--- src/rtl/cse_pkg.sv ---
package cse_pkg;

    // fixed field widths
    localparam int POINT_W     = 18;
    localparam int COEF_W      = 32;
    localparam int OUT_W       = 32;
    localparam int ACC_W       = 46;
    localparam int PROD_W      = 64;
    localparam int TERMS_W     = 3;
    localparam int S_TDATA_W   = 24;
    localparam int M_TDATA_W   = 32;
    localparam int M_TUSER_W   = 1;
    localparam int APB_ADDR_W  = 5;
    localparam int APB_DATA_W  = 32;
    localparam int REG_IDX_W   = 3;

    // saturation limits of the recurrence registers and of the result
    localparam logic signed [PROD_W-1:0] ACC_MAX = (64'sd1 <<< (ACC_W - 1)) - 64'sd1;
    localparam logic signed [PROD_W-1:0] ACC_MIN = -(64'sd1 <<< (ACC_W - 1));
    localparam logic signed [PROD_W-1:0] OUT_MAX = (64'sd1 <<< (OUT_W - 1)) - 64'sd1;
    localparam logic signed [PROD_W-1:0] OUT_MIN = -(64'sd1 <<< (OUT_W - 1));

    typedef enum logic [2:0] {
        ST_IDLE = 3'b001,
        ST_MUL  = 3'b010,
        ST_ADD  = 3'b100
    } t_state;

    typedef enum logic [REG_IDX_W-1:0] {
        REG_NUM_TERMS  = 3'd0,
        REG_COEF_ZERO  = 3'd1,
        REG_COEF_ONE   = 3'd2,
        REG_COEF_TWO   = 3'd3,
        REG_COEF_THREE = 3'd4,
        REG_COEF_FOUR  = 3'd5,
        REG_COEF_FIVE  = 3'd6,
        REG_COEF_SIX   = 3'd7
    } t_reg_idx;

    typedef struct packed {
        logic mul_en;
        logic final_step;
    } t_mac_ctrl;

endpackage

--- src/rtl/cse_ram.sv ---
module cse_ram #(
    parameter int WIDTH = 32,
    parameter int DEPTH = 7,
    parameter int AW    = (DEPTH > 1) ? $clog2(DEPTH) : 1
) (
    input  logic             i_clk,
    input  logic             i_we,
    input  logic [AW-1:0]    i_waddr,
    input  logic [WIDTH-1:0] i_wdata,
    input  logic [AW-1:0]    i_raddr_a,
    output logic [WIDTH-1:0] o_rdata_a,
    input  logic [AW-1:0]    i_raddr_b,
    output logic [WIDTH-1:0] o_rdata_b
);

    logic [WIDTH-1:0] r_mem [DEPTH];
    logic [WIDTH-1:0] r_q_a;
    logic [WIDTH-1:0] r_q_b;

    always_ff @(posedge i_clk) begin
        if (i_we) begin
            r_mem[i_waddr] <= i_wdata;
        end
        r_q_a <= r_mem[i_raddr_a];
        r_q_b <= r_mem[i_raddr_b];
    end

    assign o_rdata_a = r_q_a;
    assign o_rdata_b = r_q_b;

endmodule

--- src/rtl/cse_mac.sv ---
module cse_mac #(
    parameter int FRAC_BITS = 16
) (
    input  logic                                i_clk,
    input  cse_pkg::t_mac_ctrl                  i_ctrl,
    input  logic signed [cse_pkg::POINT_W-1:0]  i_x,
    input  logic signed [cse_pkg::ACC_W-1:0]    i_b1,
    input  logic signed [cse_pkg::ACC_W-1:0]    i_b2,
    input  logic signed [cse_pkg::COEF_W-1:0]   i_coef,
    output logic signed [cse_pkg::ACC_W-1:0]    o_res,
    output logic                                o_clip
);

    localparam int PW = cse_pkg::PROD_W;
    localparam int AW = cse_pkg::ACC_W;
    // half of one output lsb, for the 2*x*b step and for the final x*b step
    localparam logic signed [PW-1:0] RND_STEP = 64'sd1 <<< (FRAC_BITS - 2);
    localparam logic signed [PW-1:0] RND_FIN  = 64'sd1 <<< (FRAC_BITS - 1);

    logic signed [PW-1:0] r_prod;
    logic signed [PW-1:0] rnd_sum;
    logic signed [PW-1:0] t_val;
    logic signed [PW-1:0] sum;
    logic signed [PW-1:0] lo;
    logic signed [PW-1:0] hi;
    logic signed [PW-1:0] clipped;

    always_ff @(posedge i_clk) begin
        if (i_ctrl.mul_en) begin
            r_prod <= i_x * i_b1;
        end
    end

    always_comb begin
        rnd_sum = r_prod + (i_ctrl.final_step ? RND_FIN : RND_STEP);
        // shifting one bit less doubles the product
        t_val   = i_ctrl.final_step ? (rnd_sum >>> FRAC_BITS) : (rnd_sum >>> (FRAC_BITS - 1));
        sum     = PW'(i_coef) + t_val - PW'(i_b2);
        lo      = i_ctrl.final_step ? cse_pkg::OUT_MIN : cse_pkg::ACC_MIN;
        hi      = i_ctrl.final_step ? cse_pkg::OUT_MAX : cse_pkg::ACC_MAX;
        if (sum < lo) begin
            clipped = lo;
            o_clip  = 1'b1;
        end else if (sum > hi) begin
            clipped = hi;
            o_clip  = 1'b1;
        end else begin
            clipped = sum;
            o_clip  = 1'b0;
        end
        o_res = clipped[AW-1:0];
    end

endmodule

--- src/rtl/chebyshev_series_eval.sv ---
// channel   direction  transaction             payload
// s_axis    in         s_axis_tvalid/tready    tdata[17:0] point
// m_axis    out        m_axis_tvalid/tready    tdata[31:0] series_value, tuser[0] saturated
// apb       in/out     psel & penable & pwrite num_terms, coef_zero .. coef_six at 4*i
//
// a point is evaluated term by term, with the term count clamped to 1 .. MAX_TERMS: the
// shared multiplier and the add/clamp step of cse_mac run one after the other per term
// reset is synchronous, active low; it clears the sequencer, the output valid, the
// coefficient valid bits (so every coefficient reads as zero) and sets num_terms to 1
// s_axis_tready is high only while the sequencer is idle; the last step holds while
// the output register still carries a result that m_axis has not taken
module chebyshev_series_eval #(
    parameter int MAX_TERMS = 7,
    parameter int FRAC_BITS = 16
) (
    input  logic                                i_clk,
    input  logic                                i_rst_n,
    input  logic                                s_axis_tvalid,
    output logic                                s_axis_tready,
    input  logic [cse_pkg::S_TDATA_W-1:0]       s_axis_tdata,   // [17:0] point
    output logic                                m_axis_tvalid,
    input  logic                                m_axis_tready,
    output logic [cse_pkg::M_TDATA_W-1:0]       m_axis_tdata,   // [31:0] series_value
    output logic [cse_pkg::M_TUSER_W-1:0]       m_axis_tuser,   // [0] saturated
    input  logic                                psel,
    input  logic                                penable,
    input  logic                                pwrite,
    input  logic [cse_pkg::APB_ADDR_W-1:0]      paddr,
    input  logic [cse_pkg::APB_DATA_W-1:0]      pwdata,
    output logic [cse_pkg::APB_DATA_W-1:0]      prdata,
    output logic                                pready
);

    localparam int IDX_W = (MAX_TERMS > 1) ? $clog2(MAX_TERMS) : 1;
    localparam int RW    = cse_pkg::REG_IDX_W;

    cse_pkg::t_state                       r_state;
    cse_pkg::t_state                       n_state;
    logic [cse_pkg::TERMS_W-1:0]           r_num_terms;
    logic [MAX_TERMS-1:0]                  r_coef_vld;
    logic signed [cse_pkg::POINT_W-1:0]    r_x;
    logic signed [cse_pkg::ACC_W-1:0]      r_b1;
    logic signed [cse_pkg::ACC_W-1:0]      r_b2;
    logic                                  r_sat;
    logic [IDX_W-1:0]                      r_idx;
    logic                                  r_a_vld;
    logic                                  r_rd_vld;
    logic [RW-1:0]                         r_rd_reg;
    logic                                  r_m_valid;
    logic [cse_pkg::OUT_W-1:0]             r_m_data;
    logic                                  r_m_sat;

    logic                                  cfg_wr;
    logic [RW-1:0]                         reg_idx;
    logic [RW-1:0]                         coef_slot;
    logic                                  slot_ok;
    logic                                  coef_we;
    logic                                  in_acc;
    logic                                  final_step;
    logic                                  out_free;
    logic                                  finish;
    logic [cse_pkg::TERMS_W-1:0]           start_idx;
    logic [cse_pkg::COEF_W-1:0]            q_a;
    logic [cse_pkg::COEF_W-1:0]            q_b;
    logic signed [cse_pkg::COEF_W-1:0]     coef_use;
    cse_pkg::t_mac_ctrl                    mac_ctrl;
    logic signed [cse_pkg::ACC_W-1:0]      mac_res;
    logic                                  mac_clip;

    // configuration decode
    assign pready    = 1'b1;
    assign cfg_wr    = psel & penable & pwrite & pready;
    assign reg_idx   = paddr[cse_pkg::APB_ADDR_W-1:2];
    assign coef_slot = reg_idx - RW'(cse_pkg::REG_COEF_ZERO);
    assign slot_ok   = (reg_idx != cse_pkg::REG_NUM_TERMS) && (coef_slot < RW'(MAX_TERMS));
    assign coef_we   = cfg_wr && slot_ok;

    assign in_acc     = s_axis_tvalid & s_axis_tready;
    assign final_step = (r_idx == '0);
    assign out_free   = !r_m_valid || m_axis_tready;
    assign finish     = (r_state == cse_pkg::ST_ADD) && final_step && out_free;

    // clamp the term count to 1 .. MAX_TERMS and count down from the top coefficient
    always_comb begin
        if (r_num_terms == '0) begin
            start_idx = '0;
        end else if (r_num_terms > cse_pkg::TERMS_W'(MAX_TERMS)) begin
            start_idx = cse_pkg::TERMS_W'(MAX_TERMS - 1);
        end else begin
            start_idx = r_num_terms - cse_pkg::TERMS_W'(1);
        end
    end

    cse_ram #(
        .WIDTH (cse_pkg::COEF_W),
        .DEPTH (MAX_TERMS)
    ) u_coef_ram (
        .i_clk     (i_clk),
        .i_we      (coef_we),
        .i_waddr   (coef_slot[IDX_W-1:0]),
        .i_wdata   (pwdata),
        .i_raddr_a (r_idx),
        .o_rdata_a (q_a),
        .i_raddr_b (coef_slot[IDX_W-1:0]),
        .o_rdata_b (q_b)
    );

    // a coefficient never written reads as zero
    assign coef_use = r_a_vld ? $signed(q_a) : '0;

    assign mac_ctrl.mul_en     = (r_state == cse_pkg::ST_MUL);
    assign mac_ctrl.final_step = final_step;

    cse_mac #(
        .FRAC_BITS (FRAC_BITS)
    ) u_mac (
        .i_clk   (i_clk),
        .i_ctrl  (mac_ctrl),
        .i_x     (r_x),
        .i_b1    (r_b1),
        .i_b2    (r_b2),
        .i_coef  (coef_use),
        .o_res   (mac_res),
        .o_clip  (mac_clip)
    );

    always_comb begin
        case (r_state)
            cse_pkg::ST_IDLE: n_state = in_acc ? cse_pkg::ST_MUL : cse_pkg::ST_IDLE;
            cse_pkg::ST_MUL:  n_state = cse_pkg::ST_ADD;
            cse_pkg::ST_ADD: begin
                if (!final_step) begin
                    n_state = cse_pkg::ST_MUL;
                end else if (out_free) begin
                    n_state = cse_pkg::ST_IDLE;
                end else begin
                    n_state = cse_pkg::ST_ADD;
                end
            end
            default: n_state = cse_pkg::ST_IDLE;
        endcase
    end

    assign s_axis_tready = (r_state == cse_pkg::ST_IDLE);

    always_ff @(posedge i_clk) begin
        if (!i_rst_n) begin
            r_state     <= cse_pkg::ST_IDLE;
            r_num_terms <= cse_pkg::TERMS_W'(1);
            r_coef_vld  <= '0;
            r_m_valid   <= 1'b0;
            r_idx       <= '0;
        end else begin
            r_state <= n_state;
            if (cfg_wr && (reg_idx == cse_pkg::REG_NUM_TERMS)) begin
                r_num_terms <= pwdata[cse_pkg::TERMS_W-1:0];
            end
            if (coef_we) begin
                r_coef_vld[coef_slot[IDX_W-1:0]] <= 1'b1;
            end
            if (in_acc) begin
                r_idx <= start_idx[IDX_W-1:0];
            end else if ((r_state == cse_pkg::ST_ADD) && !final_step) begin
                r_idx <= r_idx - IDX_W'(1);
            end
            if (finish) begin
                r_m_valid <= 1'b1;
            end else if (m_axis_tready) begin
                r_m_valid <= 1'b0;
            end
        end
    end

    // datapath registers: the point loads on acceptance, the recurrence per step, the result at the finish
    always_ff @(posedge i_clk) begin
        r_a_vld  <= r_coef_vld[r_idx];
        r_rd_reg <= reg_idx;
        r_rd_vld <= slot_ok && r_coef_vld[coef_slot[IDX_W-1:0]];
        if (in_acc) begin
            r_x   <= $signed(s_axis_tdata[cse_pkg::POINT_W-1:0]);
            r_b1  <= '0;
            r_b2  <= '0;
            r_sat <= 1'b0;
        end else if ((r_state == cse_pkg::ST_ADD) && !final_step) begin
            r_b2  <= r_b1;
            r_b1  <= mac_res;
            r_sat <= r_sat | mac_clip;
        end
        if (finish) begin
            r_m_data <= mac_res[cse_pkg::OUT_W-1:0];
            r_m_sat  <= r_sat | mac_clip;
        end
    end

    always_comb begin
        if (r_rd_reg == cse_pkg::REG_NUM_TERMS) begin
            prdata = cse_pkg::APB_DATA_W'(r_num_terms);
        end else begin
            prdata = r_rd_vld ? q_b : '0;
        end
    end

    assign m_axis_tvalid = r_m_valid;
    assign m_axis_tdata  = r_m_data;
    assign m_axis_tuser  = r_m_sat;

    a_accept_starts: assert property (@(posedge i_clk) disable iff (!i_rst_n)
        in_acc |=> (r_state == cse_pkg::ST_MUL))
        else $error("accepted point did not start the multiply step");

    a_term_loops: assert property (@(posedge i_clk) disable iff (!i_rst_n)
        ((r_state == cse_pkg::ST_ADD) && !final_step) |=>
            ((r_state == cse_pkg::ST_MUL) && (r_idx == $past(r_idx) - IDX_W'(1))))
        else $error("recurrence step did not advance to the next term");

    a_finish_loads: assert property (@(posedge i_clk) disable iff (!i_rst_n)
        finish |=> (r_m_valid && (r_state == cse_pkg::ST_IDLE)))
        else $error("final step did not load the output register");

    a_idx_range: assert property (@(posedge i_clk) disable iff (!i_rst_n)
        (r_state != cse_pkg::ST_IDLE) |-> (r_idx <= IDX_W'(MAX_TERMS - 1)))
        else $error("coefficient index beyond term limit");

    a_no_accept_busy: assert property (@(posedge i_clk) disable iff (!i_rst_n)
        ((r_state == cse_pkg::ST_ADD) && final_step && !out_free) |=>
            (!s_axis_tready && (r_state == cse_pkg::ST_ADD)))
        else $error("final step left while output register was full");

endmodule

--- config.mk ---
export PLATFORM = sky130hd
export DESIGN_NAME = chebyshev_series_eval
export DESIGN_NICKNAME = d
export VERILOG_FILES = /design/src/rtl/cse_pkg.sv /design/src/rtl/cse_ram.sv /design/src/rtl/cse_mac.sv /design/src/rtl/chebyshev_series_eval.sv
export SDC_FILE = /design/constraint.sdc
export NUM_CORES = 2
export LEC_CHECK = 0
export BUFFER_PORTS_ARGS = -buffer_cell sky130_fd_sc_hd__buf_2
export CORE_MARGIN = 1
export CORE_UTILIZATION = 35
export DETAILED_ROUTE_END_ITERATION = 8
export PLACE_DENSITY = 0.54
export SYNTH_ARGS = -nofsm -noshare
export SYNTH_HDL_FRONTEND = slang
export SYNTH_SLANG_ARGS = --single-unit
--- constraint.sdc ---
create_clock -name i_clk -period 28.3 [get_ports i_clk]
set_input_delay 1.415 -clock i_clk [delete_from_list [all_inputs] [get_ports i_clk]]
set_output_delay 1.415 -clock i_clk [all_outputs]
set_load 0.005 [all_outputs]
# Word-level counts from Yosys, hierarchy flattened
# Memories as Yosys holds them, arrays and structs flattened. A register that Yosys moved wholly into a read port is not among the register bits.
# Index checks and enable logic that the tools add are counted.
# op_classes
reduce_logical,18
bitwise_logic,5
div_mod_pow,0
magnitude_cmp,7
n_mux,29
addsub,6
mul,1
n_shift,0
eq_ne,3
# ops
cell,count
$mux 32,3
$mux 46,2
$mux 45,2
$add 64x17->64,1
$gt 64x46->1,1
$lt 64x46->1,1
$mul 18x46->64,1
$sub 64x46->64,1
$add 32x49->50,1
$mux 48,1
$mux 3,6
$mux 16,1
$logic_not 3->1,4
$mux 1,9
$pmux 3 s3,1
$sub 3x1->3 const B,3
$logic_and 1x1->1,8
$lt 3x4->1 const B,2
$or 7x7->7,1
$bmux 1 s3,2
$reduce_bool 2->1,2
$and 1x1->1,3
$demux 1 s3,1
$eq 3x1->1 const B,1
other kinds (10),11
# totals
ff_bits,230
elab_cells,85
romBits,0
output_inout_bits,68
mem_count,1
latch_bits,0
ram_bits,224
# mem_list
name,depth,width,read_ports,rd_ports_with_merged_regs,write_ports,line_no,rtl
u_coef_ram.r_mem,7,32,2,2,1,cse_ram.sv:16,logic [WIDTH-1:0] r_mem [DEPTH];

# Logic depth before layout (Yosys ltp)
# depth
word_depth,10
mapped_depth,52
mapped_depth_nobuf,43

# Hierarchy
# Synthesis repeated with hierarchy kept, for this count alone.
# hier_totals
cells_unflattened,5794
area_unflattened_um2,56016.2
# modules_own_cells
mod,seq_area_each_um2,area_each_um2,cells_each,n_inst
cse_mac,1501.4,36805.3,4383,1
cse_ram,8007.7,12894.9,746,1
chebyshev_series_eval,3833.7,6316.1,665,1

# Least setup slack after synthesis
# OpenSTA, ideal clock, no wires.
# synth_path
path_type,reg2reg
startpoint,reg r_idx[0]
endpoint,"reg r_m_data, in the netlist m_axis_tdata[10] (data pin)"
t_arrival_ns,10.704
path_stages_with_launch,50
required_time_ns,28.046
setup_slack_ns,17.341
path_cell_list,dfxtp_1 clkbuf_1 clkbuf_1 inv_1 ha_1 nand2b_1 clkbuf_1 clkbuf_1 buf_1 xnor2_1 ha_1 o21a_1 clkbuf_1 nand2_1 a21oi_1 a31oi_1 ha_1 a21o_1 (+14 left out) a211oi_1 nor3_1 o21ai_0 xor2_1 ha_1 or4_1 nor2_1 nand3_1 nor4b_1 and3_1 nand3_1 or4_1 nor4_1 o2bb2ai_1 o21a_1 buf_6 buf_8 o21a_1
# synth_via
elab_chain_cells,9
# synth_lines
element,line_no,rtl
from (decl),chebyshev_series_eval.sv:45,logic [IDX_W-1:0] r_idx;
from (signal assigned),chebyshev_series_eval.sv:162,r_idx <= start_idx[IDX_W-1:0];
from (signal assigned),chebyshev_series_eval.sv:164,r_idx <= r_idx - IDX_W'(1);
$logic_not 3->1 (*),chebyshev_series_eval.sv:79,assign final_step = (r_idx == '0);
$mux 16,cse_mac.sv:35,rnd_sum = r_prod + (i_ctrl.final_step ? RND_FIN : RND_STEP);
$add 64x17->64,cse_mac.sv:35,
$mux 48,cse_mac.sv:37,t_val = i_ctrl.final_step ? (rnd_sum >>> FRAC_BITS) : (rnd_sum >>> (FRAC_BITS - 1));
$add 32x49->50,cse_mac.sv:38,sum = PW'(i_coef) + t_val - PW'(i_b2);
$sub 64x46->64,cse_mac.sv:38,
$gt 64x46->1,cse_mac.sv:44,end else if (sum > hi) begin
$mux 46,cse_mac.sv:44,
$mux 46 (*),cse_mac.sv:41,if (sum < lo) begin
named net mac_res (one bit),chebyshev_series_eval.sv:67,logic signed [cse_pkg::ACC_W-1:0] mac_res;
to (signal assigned),chebyshev_series_eval.sv:190,r_m_data <= mac_res[cse_pkg::OUT_W-1:0];
to (decl),chebyshev_series_eval.sv:50,logic [cse_pkg::OUT_W-1:0] r_m_data;
# The timed path passes the listed nets; every way through them passes the cells marked *.
# A chain may end at the register's enable or synchronous reset.

# Worst setup path after layout
# layout_path
startpoint,reg r_idx[0]
endpoint,"reg r_m_data, in the netlist m_axis_tdata[22] (data pin)"
# Same word-level chain as after synthesis.

==> impl_metrics.json <==
{
  "start_util_pct": 35.3,
  "syn-num-nets": 6946,
  "cts_max_path_buffers": 3,
  "post_cts_buffers": 0,
  "dp_cells": 7723,
  "worst_setup_path_start_kind": "register",
  "comb_power_share_pct": 24.9,
  "irDropWorstVdd_uv": 58.0,
  "hold_viol": 0,
  "crit_path_start": "r_idx[0]",
  "pwr_density_cell_nw_per_um2": 35.9,
  "routed_wl_um": 159000,
  "ys_seq_area_share_pct": 24.2,
  "yosysMostFrequentCell": "nand2_1",
  "antenna_found_initial": 16,
  "swShare_pct": 32.7,
  "cts.clk_slew.worst_paths_ps": 60,
  "cts_tree": "done",
  "placed_area_um2": 57600,
  "syn_to_final_growth_pct": 8.29,
  "synth_flop_cell": "edfxtp_1",
  "finalNetCount": 6858,
  "yosys-top-cells-area": "fa_1, edfxtp_1, dfxtp_1, ha_1, nand2_1",
  "gp_congestion": 0.875,
  "routed_via_density": 5.27,
  "status": "completed",
  "largest_reg_flops": 224,
  "portBuffers": 126,
  "hp-class": "reg2reg",
  "grt_pass1_wl_um": 250000,
  "rr_endpoint": "m_axis_tdata[22]",
  "drt_pass1_iterations": 6,
  "tns_ps": 0,
  "postSynthCellCount": 5815,
  "maxCapViolCount": 0,
  "vias": 41319,
  "stdcell_count": 7840,
  "hold-path-endpoint": "r_sat",
  "synthesis.area_um2": 55100,
  "crit_path_top_delay_cell": "or4_1",
  "yosysTopAreaCellShare_pct": 28.3,
  "synth-edff-count": 325,
  "seqPwrFrac_pct": 38.4,
  "r2r_setup_slack_ps": 15090,
  "final_area_um2": 59600,
  "cts_resized": 0,
  "post-dp-hpwl_um": 120000,
  "p_leak_nw": 24.0,
  "htree_levels": 2,
  "top_regs": "u_coef_ram.r_mem x224, u_mac.r_prod x50",
  "final_layout_size_suffix_gt1_share_pct": 7.28,
  "min_period_ps": 13210,
  "regMostFlops": "u_coef_ram.r_mem",
  "core_um2": 156000,
  "die_y_um": 399,
  "p_sw_mw": 0.701,
  "p_int_mw": 1.44,
  "grt_max_degree": 104,
  "drt-initial-drc-count": 3145,
  "synth_largest_area_cell": "fa_1",
  "fin_util_pct": 38.2,
  "async_reset_ff_share_pct": 0,
  "synth_cell_type_count": 87,
  "cp.arrival_ps": 13510,
  "io_pins": 136,
  "maxSlewHeadroom_pct": 23.6,
  "criticalPathCategory": "reg2reg",
  "worst_pin_slew_ps": 1150,
  "yosys_warnings": 0,
  "die_x_um": 399,
  "clk_latency_ps": 700,
  "worstPathMaxFanout": 58,
  "min_from": "r_sat",
  "num_rows": 145,
  "drv_slew": 0,
  "synth_seq_cells": 504,
  "setup_viol": 0,
  "avgSynthCellArea_um2": 9.47,
  "holdPathStages": 2,
  "crit_top_cell": "a21oi_1",
  "avgRoutedWirePerCell_um": 20.3,
  "ant_nets": 0,
  "fillers": 15539,
  "grtUsageTotal_pct": 20.3,
  "cts-root-buf": "clkbuf_16",
  "fin_crit_sh_pct": 46.7,
  "p_total_mw": 2.14,
  "cp_data_required_time_ps": 28590,
  "die_area_um2": 159000,
  "hold_buffers": 0,
  "grt_remaining_overflow": 0,
  "cts_buffers": 60,
  "fin_skew_ps": 72.1,
  "r2r_start": "r_idx[0]",
  "clock_power_share_pct": 36.7,
  "cts_num_sinks": 504,
  "max_freq_mhz": 75.7,
  "worst-r2r-cell-count": 41,
  "drc": 0,
  "slowest_delay_ps": 650,
  "rsz0062_at_grt": "no",
  "endpoint_kind": "register",
  "synth_commonest_cells": "nand2_1, inv_1, fa_1",
  "first_global_vias": 42773
}
## layout by cell type (no fill, tap or decap), types with 47 or more instances in the layout
cell type,count
nor3_1,48
xor2_1,61
edfxtp_1,325
o31ai_1,54
o21ai_0,198
mux2i_1,87
nand2_1,893
ha_1,284
a21oi_1,234
a31oi_1,55
and2_1,284
xnor2_1,96
dfxtp_1,177
buf_4,78
fa_1,778
a32oi_1,47
nand2b_1,71
buf_2,126
nor2_1,184
clkbuf_16,62
a21o_1,90
nand3_1,78
inv_1,858
## final cells by class
type                       count  area [um2]  area share (%)
antenna                        3        7.51          0.0126
clock buffer                  86        1700            2.85
clock inverter                28         313           0.524
inverter                     862        3240            5.43
multi-input combinational   4095       37200            62.4
sequential                   504       13400            22.4
tap                         2058        2570            4.32
timing repair buffer         204        1220            2.04
## power groups by stage
stage	Combinational, mW	Sequential (mW)	Clock, mW
after floorplan	0.363	0.828	0
after global placement	0.522	0.838	0
after detailed placement	0.523	0.838	0
after CTS	0.530	0.823	0.805
after global routing	0.586	0.825	0.830
final	0.533	0.823	0.785
## cell families (layout without fill, tap and decap cells)
logic type               after synthesis  after routing  synth area share, %
other                                  1              4              0.00681
multiplexers                         157            157                 3.71
buffers and inverters               1216           1180                 8.41
AND/OR/NAND/NOR                     1745           1745                 14.7
adder cells (fa/ha/maj)             1063           1063                 34.8
flip-flops                           504            504                 24.2
XOR/XNOR                             159            159                 2.53
AO/OA/AOI/OAI                        970            970                 11.6
## worst max-delay path: cells and delay by family, from the launching register on
family | cells | cell delay [ps]
flip-flops | 1 | 600
adder cells (fa/ha/maj) | 4 | 1380
AND/OR/NAND/NOR | 14 | 3900
AO/OA/AOI/OAI | 18 | 5300
buffers and inverters | 3 | 960
XOR/XNOR | 2 | 600
## through the flow
step                worst slack (ps)  hold slack (ps)
floorplan                      17340              425
global placement               15460              436
detailed placement             15300              442
CTS                            15200              450
global route                   14160              497
finish                         15090              449
## metal layers
layer | GRT usage, % | share of wire (%) | up-vias
li1 | - | - | 18875
met1 | 28.5 | 45 | 21063
met2 | 33.1 | 46 | 1165
met3 | 2.87 | 6.1 | 200
met4 | 4.87 | 2.3 | 16
met5 | 0 | 0.058 | -
## worst max path at each step
stage                                   to  cells past startpoint
after floorplan           m_axis_tdata[10]                     49
after global placement    m_axis_tdata[17]                     41
after detailed placement  m_axis_tdata[22]                     41
after CTS                 m_axis_tdata[22]                     41
after global routing      m_axis_tdata[29]                     41
final                     m_axis_tdata[22]                     41
No activity file was read; power rests on OpenSTA's default activity.
